## src/design/sspc_pkg.sv

```systemverilog
package sspc_pkg;

  localparam int DATA_W    = 24;
  localparam int REG_COUNT = 8;
  localparam int REG_IDX_W = 3;
  localparam int DIV_W     = 32;
  localparam int PCT_W     = 16;

  typedef logic [DATA_W-1:0] word_t;

  // Configuration register indexes
  localparam logic [REG_IDX_W-1:0] REG_EMPTY_WEIGHT   = 3'd0;
  localparam logic [REG_IDX_W-1:0] REG_STABLE_DIFF    = 3'd1;
  localparam logic [REG_IDX_W-1:0] REG_CHANGE_ERROR   = 3'd2;
  localparam logic [REG_IDX_W-1:0] REG_PAPER_LIMIT    = 3'd3;
  localparam logic [REG_IDX_W-1:0] REG_PAMPHLET_LIMIT = 3'd4;
  localparam logic [REG_IDX_W-1:0] REG_POWER_LIMIT    = 3'd5;
  localparam logic [REG_IDX_W-1:0] REG_REMOTE_LIMIT   = 3'd6;
  localparam logic [REG_IDX_W-1:0] REG_COMP_LIMIT     = 3'd7;

  localparam word_t REG_RESET [REG_COUNT] = '{
    24'd14418, 24'd41, 24'd41, 24'd246, 24'd901, 24'd1106, 24'd1638, 24'd2048
  };

  typedef enum logic [2:0] {
    EV_NONE     = 3'd0,
    EV_ADDED    = 3'd1,
    EV_PAPER    = 3'd2,
    EV_PAMPHLET = 3'd3,
    EV_POWER    = 3'd4,
    EV_REMOTE   = 3'd5,
    EV_COMP     = 3'd6
  } event_code_t;

  typedef enum logic [3:0] {
    S_IDLE,
    S_MEAN,
    S_WRITE,
    S_WALK,
    S_WALK_END,
    S_DECIDE,
    S_CLASS,
    S_MULT,
    S_PCT_START,
    S_PCT_DIV,
    S_OUT
  } state_t;

endpackage

```

## src/design/sspc_divider.sv

```systemverilog
module sspc_divider
  import sspc_pkg::*;
(
  input  logic              clk,
  input  logic              rst,
  input  logic              start,
  input  logic [DIV_W-1:0]  dividend,
  input  word_t             divisor,
  output logic [DIV_W-1:0]  quotient,
  output logic              done
);

  localparam int CNT_W = $clog2(DIV_W);
  localparam logic [CNT_W-1:0] CNT_LAST = CNT_W'(DIV_W - 1);

  logic              busy;
  logic [CNT_W-1:0]  cnt;
  logic [DIV_W-1:0]  quo;
  word_t             rem;
  word_t             den;

  logic [DATA_W:0]   rem_sh;
  logic              fits;
  logic [DATA_W:0]   rem_sub;
  word_t             rem_next;

  // one restoring step per cycle, most significant dividend bit first
  always_comb begin
    rem_sh   = {rem, quo[DIV_W-1]};
    fits     = (rem_sh >= {1'b0, den});
    rem_sub  = rem_sh - {1'b0, den};
    rem_next = fits ? rem_sub[DATA_W-1:0] : rem_sh[DATA_W-1:0];
  end

  always_ff @(posedge clk) begin
    if (rst) begin
      busy <= 1'b0;
      done <= 1'b0;
      cnt  <= '0;
    end else begin
      done <= 1'b0;
      if (start) begin
        busy <= 1'b1;
        cnt  <= '0;
      end else if (busy) begin
        cnt <= cnt + 1'b1;
        if (cnt == CNT_LAST) begin
          busy <= 1'b0;
          done <= 1'b1;
        end
      end
    end
  end

  always_ff @(posedge clk) begin
    if (start) begin
      quo <= dividend;
      rem <= '0;
      den <= divisor;
    end else if (busy) begin
      quo <= {quo[DIV_W-2:0], fits};
      rem <= rem_next;
    end
  end

  assign quotient = quo;

endmodule

```

## config.mk

```make
export PLATFORM = sky130hd
export DESIGN_NAME = sspc_divider
export DESIGN_NICKNAME = d
export VERILOG_FILES = /design/src/design/sspc_pkg.sv /design/src/design/sspc_divider.sv
export SDC_FILE = /design/constraint.sdc
export NUM_CORES = 1
export LEC_CHECK = 0
export ABC_AREA = 1
export BUFFER_PORTS_ARGS = -buffer_cell sky130_fd_sc_hd__buf_2
export CAP_MARGIN = 10
export CORE_MARGIN = 10
export CORE_UTILIZATION = 61
export DETAILED_ROUTE_END_ITERATION = 7
export GPL_TIMING_DRIVEN = 0
export MAX_ROUTING_LAYER = met4
export PLACE_DENSITY = 0.94
export SYNTH_ARGS = -nofsm -noshare
export SYNTH_HDL_FRONTEND = slang
export SYNTH_SLANG_ARGS = --single-unit
```

## constraint.sdc

```tcl
create_clock -name clk -period 4.4 [get_ports clk]
set_input_delay 0.66 -clock clk [delete_from_list [all_inputs] [get_ports clk]]
set_output_delay 0.66 -clock clk [all_outputs]
set_load 0.02 [all_outputs]
```

==> Yosys cells after proc, flatten, opt, wreduce, memory -nomap -nowiden <==
Cells that the tools add are included.
W data, S select, Z words.
{ "word_totals": {"elab_cells": 21, "reg_bits": 87} }
{ "classes": {"order_cmp": 1, "bitwise": 1, "n_mux": 7, "eq_ne": 1, "n_addsub": 2, "n_reduce_logical": 3} }
{ "ops": {"columns": ["cell", "n"], "rows": [
  ["$mux W32", 2],
  ["$ge A25 B24 Y1", 1],
  ["$mux W24", 1],
  ["$sub A24 B24 Y24", 1],
  ["$add A5 B1 Y5 const B", 1],
  ["$eq A5 B5 Y1 const B", 1],
  ["$mux W1", 4],
  ["$reduce_or A3 Y1", 1],
  ["$reduce_bool A2 Y1", 1],
  ["$reduce_or A2 Y1", 1],
  ["$not A1 Y1", 1]
]} }

==> Logic depth before layout (Yosys ltp) <==
Gate-level depths: netlist of the first run.
{ "depth": {"word_depth": 4, "ltp_mapped": 15} }

==> Worst setup path before layout of the first run <==
Ideal clock, no wire load.
{ "synth_path": {"kind": "input to register", "startpoint": "input port start", "endpoint": "register quo[0] (netlist: quotient[0]) (enable)", "setup_ns": 0.409, "setup_slack_ns": 1.803, "t_arrival_ns": 2.189, "t_required_ns": 3.991, "path_buffers": 2, "cell_stages": 4, "path_cell_list": "clkbuf_1 nor2_1 inv_1 clkbuf_1"} }
{ "synth_between": {"elab_chain_cells": 1} }
{ "synth_rtl": {"columns": ["element", "line", "source"], "rows": [
  ["start, declared", "sspc_divider.sv:6", "input logic start,"],
  ["$reduce_bool A2 Y1 (no source line)", null, null],
  ["end signal, assigned", "sspc_divider.sv:57", "quo <= dividend;"],
  ["end signal, assigned", "sspc_divider.sv:61", "quo <= {quo[DIV_W-2:0], fits};"],
  ["end, declared", "sspc_divider.sv:18", "logic [DIV_W-1:0] quo;"]
]} }
Every way passes these cells.
A chain may end at the register's enable or synchronous reset.

==> Worst setup path in the final report of the first run <==
{ "layout_path": {"startpoint": "input port start", "endpoint": "register quo[20] (netlist: quotient[20]) (enable)"} }
Same word-level chain as after synthesis.

==> results of run 1 <==
==> area by class of cell <==
class / count / area (um^2)
fill: 645 / 2434
buffer: 19 / 95.09
multi-input combinational: 508 / 2511
inverter: 142 / 533.0
timing repair buffer: 92 / 475.5
clock inverter: 6 / 97.59
tap: 108 / 135.1
clock buffer: 10 / 137.6
sequential: 87 / 2302
==> where the power goes <==
group | leakage (nW) | internal (mW) | total, mW | switching, mW
combinational | 2.41 | 0.0944 | 0.282 | 0.188
sequential | 0.814 | 0.929 | 0.955 | 0.0260
clock | 0.119 | 0.345 | 0.667 | 0.323
total | 3.35 | 1.37 | 1.90 | 0.537
==> metal layers <==
metal / GRT usage, % / share of wire [%] / vias to the layer above
met5: - / 0 / -
met4: 6.767 / 1.7 / 0
met3: 6.132 / 8.8 / 29
met2: 38.13 / 47 / 235
met1: 26.74 / 42 / 2341
li1: - / - / 2569
==> cell usage in the layout, fill, tap and decap left out, types with 2 or more instances in the layout <==
| cell type | synthesis | layout |
|---|---|---|
| dfxtp_1 | 31 | 31 |
| xnor2_1 | 9 | 9 |
| clkbuf_8 | 0 | 10 |
| buf_2 | 6 | 97 |
| a21oi_1 | 14 | 14 |
| nand2_2 | 3 | 3 |
| nor2_1 | 37 | 37 |
| clkbuf_1 | 11 | 10 |
| o21ai_0 | 8 | 8 |
| buf_6 | 2 | 2 |
| bufinv_16 | 0 | 2 |
| edfxtp_1 | 56 | 56 |
| o21ai_1 | 8 | 8 |
| nor3_1 | 4 | 4 |
| nand3_1 | 46 | 46 |
| nand2_1 | 297 | 297 |
| inv_6 | 0 | 2 |
| nand3_2 | 10 | 10 |
| nand4_1 | 29 | 29 |
| inv_1 | 142 | 142 |
| nor2_2 | 4 | 4 |
| ha_1 | 26 | 26 |
==> state kept, by name, summed over array words and instances, names as in the netlist <==
register  flops
quotient     32
cnt           5
rem          24
done          1
den          24
busy          1
==> path summary, 6_finish.rpt <==
kind	to	slack [ns]	cells after the start
max	quotient[20]$_DFFE_PP_	2.04	6
min	den[20]$_DFFE_PP_	0.46	1
max reg2reg	quotient[0]$_DFFE_PP_	2.09	13
min reg2reg	rem[15]$_SDFFE_PP0P_	0.49	2
==> metrics by stage <==
stage / total power, mW / setup slack, ns / instance area (um^2)
global route: 1.970 / 1.889 / 6287
floorplan: 1.142 / 1.803 / 5440
finish: 1.905 / 2.042 / 6287
global placement: 1.240 / 0.5535 / 6031
CTS: 1.901 / 2.047 / 6287
detailed placement: 1.251 / 1.675 / 6052
==> cell families after synthesis <==
kind of cell	synth area share (%)
adders and majority gates	6.348
AOI/OAI and AO/OA	3.588
xor gates and xnor gates	1.610
DFF	42.32
buffers and inverters	11.52
and+or+nand+nor	34.61
==> critical path: stages <==
cell and delay (ns):
buf_2 0.49, clkbuf_1 0.38, nor2_1 0.21, inv_1 0.17
clkbuf_2 0.23, buf_12 0.25
==> impl_metrics.ini, run 1 <==
[logic_synthesis]
syn_inst = 756
netlist_top_cells_count = nand2_1 (297), inv_1 (142), edfxtp_1 (56), nand3_1 (46), nor2_1 (37)
yosysUniqueCellTypes = 32
synth_top_area_share_pct = 30.91
synth_ff_type = edfxtp_1
yosysSeqAreaShare_pct = 42.32
yosys_register_bits = 87
postSynthAreaPerCell_um2 = 7.196
synthesis.area_um2 = 5440
yosys.area.top_type = edfxtp_1
synth_edf_count = 56
ys_warn_count = 0
synthArstFlopShare_pct = 0
synth_nets = 842
synthTopCellsByArea = edfxtp_1 (31%), nand2_1 (20%), dfxtp_1 (11%)
yosysMostFrequentCell = nand2_1

[cts]
clock-sinks = 87
root_buffer = clkbuf_8
clk_path_buf_depth = 2
htreeDepth = 3
cts-buffers-inserted = 9
path_clk_slew_ns = 0.10
cts_resized = 0
cts_tree = built
insertion_delay_ns = 0.37
cts_hold_buf = 0
postCtsSetupRepairBufs = 0

[drt]
drc_errors = 0
firstDrtPassIters = 6
viasPerCell = 5.323
wirelength_um = 14340
postRouteAntennaNets = 0
first_iter_violations = 404
vias = 5174
wl_per_cell_um = 14.75

[min_path]
min_path_type = primary input to flop
worstHoldStart = divisor[20]

[finish]
drive_gt1_share_pct = 15.97
layout.cells.non_filler = 972
fin_nets = 945
syn_to_final_growth_pct = 15.57
fin_util_pct = 72.09
diodes = 0

[floorplanning]
start_util_pct = 62.38
rows = 34
die_w_um = 114.4
core_um2 = 8721
die-area_um2 = 13100
die-height_um = 114.4
pin_count = 92

[timing]
hold_violations = 0
finalMaxSlewViolations = 0
setup_violations = 0
fin_crit_ns = 2.358
tns_ns = 0
rsz0062_at_grt = false
timing.fmax_mhz = 424.1
clock_skew_ns = 0.01402
worstMarginPinSlew_ns = 0.6252
fin_crit_sh_pct = 53.59
max-slew-margin-rel_pct = 58.32
hold-worst-slack_ns = 0.4599

[critical_path]
cp-start-kind = primary input
cp.required_ns = 4.46
path_class = primary input to flop
reg2reg_from = den[15]$_DFFE_PP_
end_kind = flop
timing.critical_path.from = start
cp_max_fo = 36
arrival_ns = 2.42

[run_status]
status = completed

[global_routing]
antenna_found_initial = 0
track_usage_pct = 23.01
grt_remaining_overflow = 0
grt_pass1_wl_um = 23990
grt_max_degree = 37
first_global_vias = 5329

[flow_run]
max_cap_viol_count = 0

[placed_design]
io_buffers = 91
gp_congestion = 0.9767
dp_hpwl_um = 11010
dp_cells = 956

[power]
power.density_nw_per_um2 = 303.0
p_leak_nw = 3.347
peakVddDrop_mv = 0.2257
No activity file was read; power rests on OpenSTA's default activity.
==> inputs of run 2 (changes only) <==
--- a/config.mk
+++ b/config.mk
@@ -5,15 +5,15 @@
 export SDC_FILE = /design/constraint.sdc
 export NUM_CORES = 1
 export LEC_CHECK = 0
-export ABC_AREA = 1
+export ABC_AREA = 0
 export BUFFER_PORTS_ARGS = -buffer_cell sky130_fd_sc_hd__buf_2
 export CAP_MARGIN = 10
 export CORE_MARGIN = 10
-export CORE_UTILIZATION = 61
+export CORE_UTILIZATION = 50
 export DETAILED_ROUTE_END_ITERATION = 7
 export GPL_TIMING_DRIVEN = 0
 export MAX_ROUTING_LAYER = met4
-export PLACE_DENSITY = 0.94
+export PLACE_DENSITY = 0.84
 export SYNTH_ARGS = -nofsm -noshare
 export SYNTH_HDL_FRONTEND = slang
 export SYNTH_SLANG_ARGS = --single-unit
==> constraint.sdc (replaced) <==
create_clock -name clk -period 2.1 [get_ports clk]
set_input_delay 0.315 -clock clk [delete_from_list [all_inputs] [get_ports clk]]
set_output_delay 0.315 -clock clk [all_outputs]
set_load 0.02 [all_outputs]
==> impl_metrics.ini, run 2 <==
[power]
p_seq_share_pct = 44.4
peakVddDrop_mv = 0.5993
clock_power_share_pct = 23.9
p_int_mw = 3.121
combinationalPowerShare_pct = 31.7
p_leak_nw = 2.474
sw_frac_of_total_pct = 34.12
power.density_nw_per_um2 = 763.6
switchingPower_mw = 1.616

[logic_synthesis]
synthesis.area_um2 = 4842
yosysUniqueCellTypes = 59
synth_top_area_share_pct = 34.73
netlist_top_cells_count = edfxtp_1 (56), nor2_1 (41), inv_1 (35), mux2_2 (32), dfxtp_1 (31)
synth_ff_type = edfxtp_1
synthArstFlopShare_pct = 0
postSynthAreaPerCell_um2 = 10.67
ys_warn_count = 0
yosysSeqAreaShare_pct = 47.55
yosys_register_bits = 87
synth_nets = 540
yosysMostFrequentCell = edfxtp_1
yosys.area.top_type = edfxtp_1
synth_edf_count = 56
syn_inst = 454
synthTopCellsByArea = edfxtp_1 (35%), dfxtp_1 (13%), mux2_2 (7.4%)

[timing]
finalMaxSlewViolations = 0
max-slew-margin-rel_pct = 48.05
fin_crit_sh_pct = 128.8
fin_crit_ns = 2.705
setup_violations = 25
timing.fmax_mhz = 369.7
tns_ns = -12.63
worstMarginPinSlew_ns = 0.7793
hold_violations = 0
rsz0062_at_grt = true
hold-worst-slack_ns = 0.09517
layout_setup_ws_ns = -0.6047
clock_skew_ns = 0.01873

[drt]
drc_errors = 1
firstDrtPassIters = 8
wirelength_um = 13710
wl_per_cell_um = 19.40
postRouteAntennaNets = 0
viasPerCell = 5.840
vias = 4129
first_iter_violations = 334

[floorplanning]
die-height_um = 118.4
die_w_um = 118.4
rows = 35
die-area_um2 = 14020
core_um2 = 9328
pin_count = 92
start_util_pct = 51.91

[global_routing]
grt_pass1_wl_um = 21470
grt_remaining_overflow = 0
first_global_vias = 4334
antenna_found_initial = 0
track_usage_pct = 19.26
grt_max_degree = 33

[cts]
clk_path_buf_depth = 2
insertion_delay_ns = 0.38
clock-sinks = 87
path_clk_slew_ns = 0.11
cts_hold_buf = 0
htreeDepth = 3
cts_tree = built
cts-buffers-inserted = 9
root_buffer = clkbuf_8

[critical_path]
rr_endpoint = rem[22]$_SDFFE_PP0P_
crit_chain = inv_1 -> ha_2 -> fa_2 -> nor2b_2 -> o31a_1 -> o31ai_4 -> a21o_1 -> a311oi_2 -> or3_1 -> a41o_1 -> a311oi_2
reg2reg_from = quotient[31]$_DFFE_PP_
end_kind = flop
cp_slowest_cell = edfxtp_1
path_delay_family = compound AO/OA/AOI/OAI gates
critPathMaxStageDelay_ns = 0.42
arrival_ns = 3.00
cp-start-kind = flop
path_class = flop to flop
cp_max_fo = 3
ff2ff_setup_slack_ns = -0.60
cp.required_ns = 2.39
worst-path-buf-inv = 1
ff2ff_path_depth = 11
cp_common_cell = a311oi_2

[finish]
fillers = 645
regArea_um2 = 2302
mostFrequentLayoutCells = buf_2 (91), edfxtp_1 (56), nor2_1 (41), inv_1 (32), mux2_2 (32)
diodes = 0
largest_reg_flops = 32
syn_to_final_growth_pct = 28.11
multiInputGateArea_um2 = 2726
drive_gt1_share_pct = 38.58
final_common_cell = buf_2
fin_nets = 659
final_cell_area_um2 = 6203

[min_path]
holdPathStages = 1
min_to = den[5]$_DFFE_PP_
min_path_type = primary input to flop
worstHoldStart = divisor[5]

[placed_design]
dp_hpwl_um = 9175
gp_congestion = 0.9384
io_buffers = 91
place_ws_ns = -0.8243
placed_area_um2 = 5549

[run_status]
violations = design-rule violations, negative setup slack
status = complete, but fails checks

[flow_run]
max_cap_viol_count = 0
run 2: cells by family (layout without fill, tap and decap cells):
logic type | count (synthesis) | count (layout) | share of synthesized area, %
adder cells (fa/ha/maj) | 27 | 27 | 7.132
AND/OR/NAND/NOR | 118 | 118 | 11.91
buffers and inverters | 55 | 179 | 4.548
multiplexers | 47 | 47 | 10.54
AO/OA/AOI/OAI | 104 | 104 | 15.43
XOR/XNOR | 16 | 16 | 2.894
flip-flops | 87 | 87 | 47.55
run 2: repair_timing:
item                                   4_1_cts  5_1_grt
endpoints found under the hold margin        0        0
gates cloned                                 1        0
buffers inserted                            14        5
gates resized for setup                     34       27
setup endpoints to repair                   25       57
pin swaps                                   21       22
run 2: through the flow:
stage                     cells  util, %  power, mW
after floorplan             454        -      2.996
after global placement      674    59.49      3.290
after detailed placement    674    59.49      3.340
after CTS                   702    64.49      4.586
after global routing        707    66.51      4.930
final                       707    66.51      4.737
run 2: power groups by stage:
stage | sequential, mW | combinational [mW] | clock [mW]
2_1_floorplan | 2.19 | 0.810 | 0
3_5_place_dp | 2.12 | 1.22 | 0
6_report | 2.10 | 1.50 | 1.13
5_1_grt | 2.12 | 1.61 | 1.20
4_1_cts | 2.09 | 1.36 | 1.13
3_3_place_gp | 2.11 | 1.18 | 0
run 2: how the worst max path moves through the flow:
stage,to,start,slack (ns),depth (start not counted)
after floorplan,rem[22]$_SDFFE_PP0P_,quotient[31]$_DFFE_PP_,-0.50,11
after global placement,rem[21]$_SDFFE_PP0P_,den[8]$_DFFE_PP_,-0.76,11
after detailed placement,rem[17]$_SDFFE_PP0P_,den[6]$_DFFE_PP_,-0.82,11
after CTS,rem[22]$_SDFFE_PP0P_,quotient[31]$_DFFE_PP_,-0.69,11
after global routing,rem[18]$_SDFFE_PP0P_,den[6]$_DFFE_PP_,-0.74,11
final,rem[22]$_SDFFE_PP0P_,quotient[31]$_DFFE_PP_,-0.60,11
run 2: worst register-to-register path, stage by stage (launching register included):
cell      delay, ns
edfxtp_1       0.42
inv_1          0.08
ha_2           0.19
fa_2           0.21
nor2b_2        0.05
o31a_1         0.29
o31ai_4        0.25
a21o_1         0.20
a311oi_2       0.13
or3_1          0.34
a41o_1         0.25
a311oi_2       0.23
run 2: per-layer routing:
| metal | vias up | share of wire (%) | GRT usage (%) |
|---|---|---|---|
| li1 | 1918 | - | - |
| met1 | 1939 | 41 | 22.85 |
| met2 | 232 | 48 | 30.70 |
| met3 | 40 | 8.4 | 5.378 |
| met4 | 0 | 2.5 | 6.947 |
| met5 | - | 0 | - |
run 2: area by class of cell:
class                   instances  share of cell area (%)
multi-input cells             312                   43.95
flip-flops and latches         87                   37.11
repair buffers                111                   9.883
well taps                     129                   2.602
inverters                      35                   2.118
clock buffers                   9                   1.997
plain buffers                  17                   1.452
clock inverters                 7                  0.8875
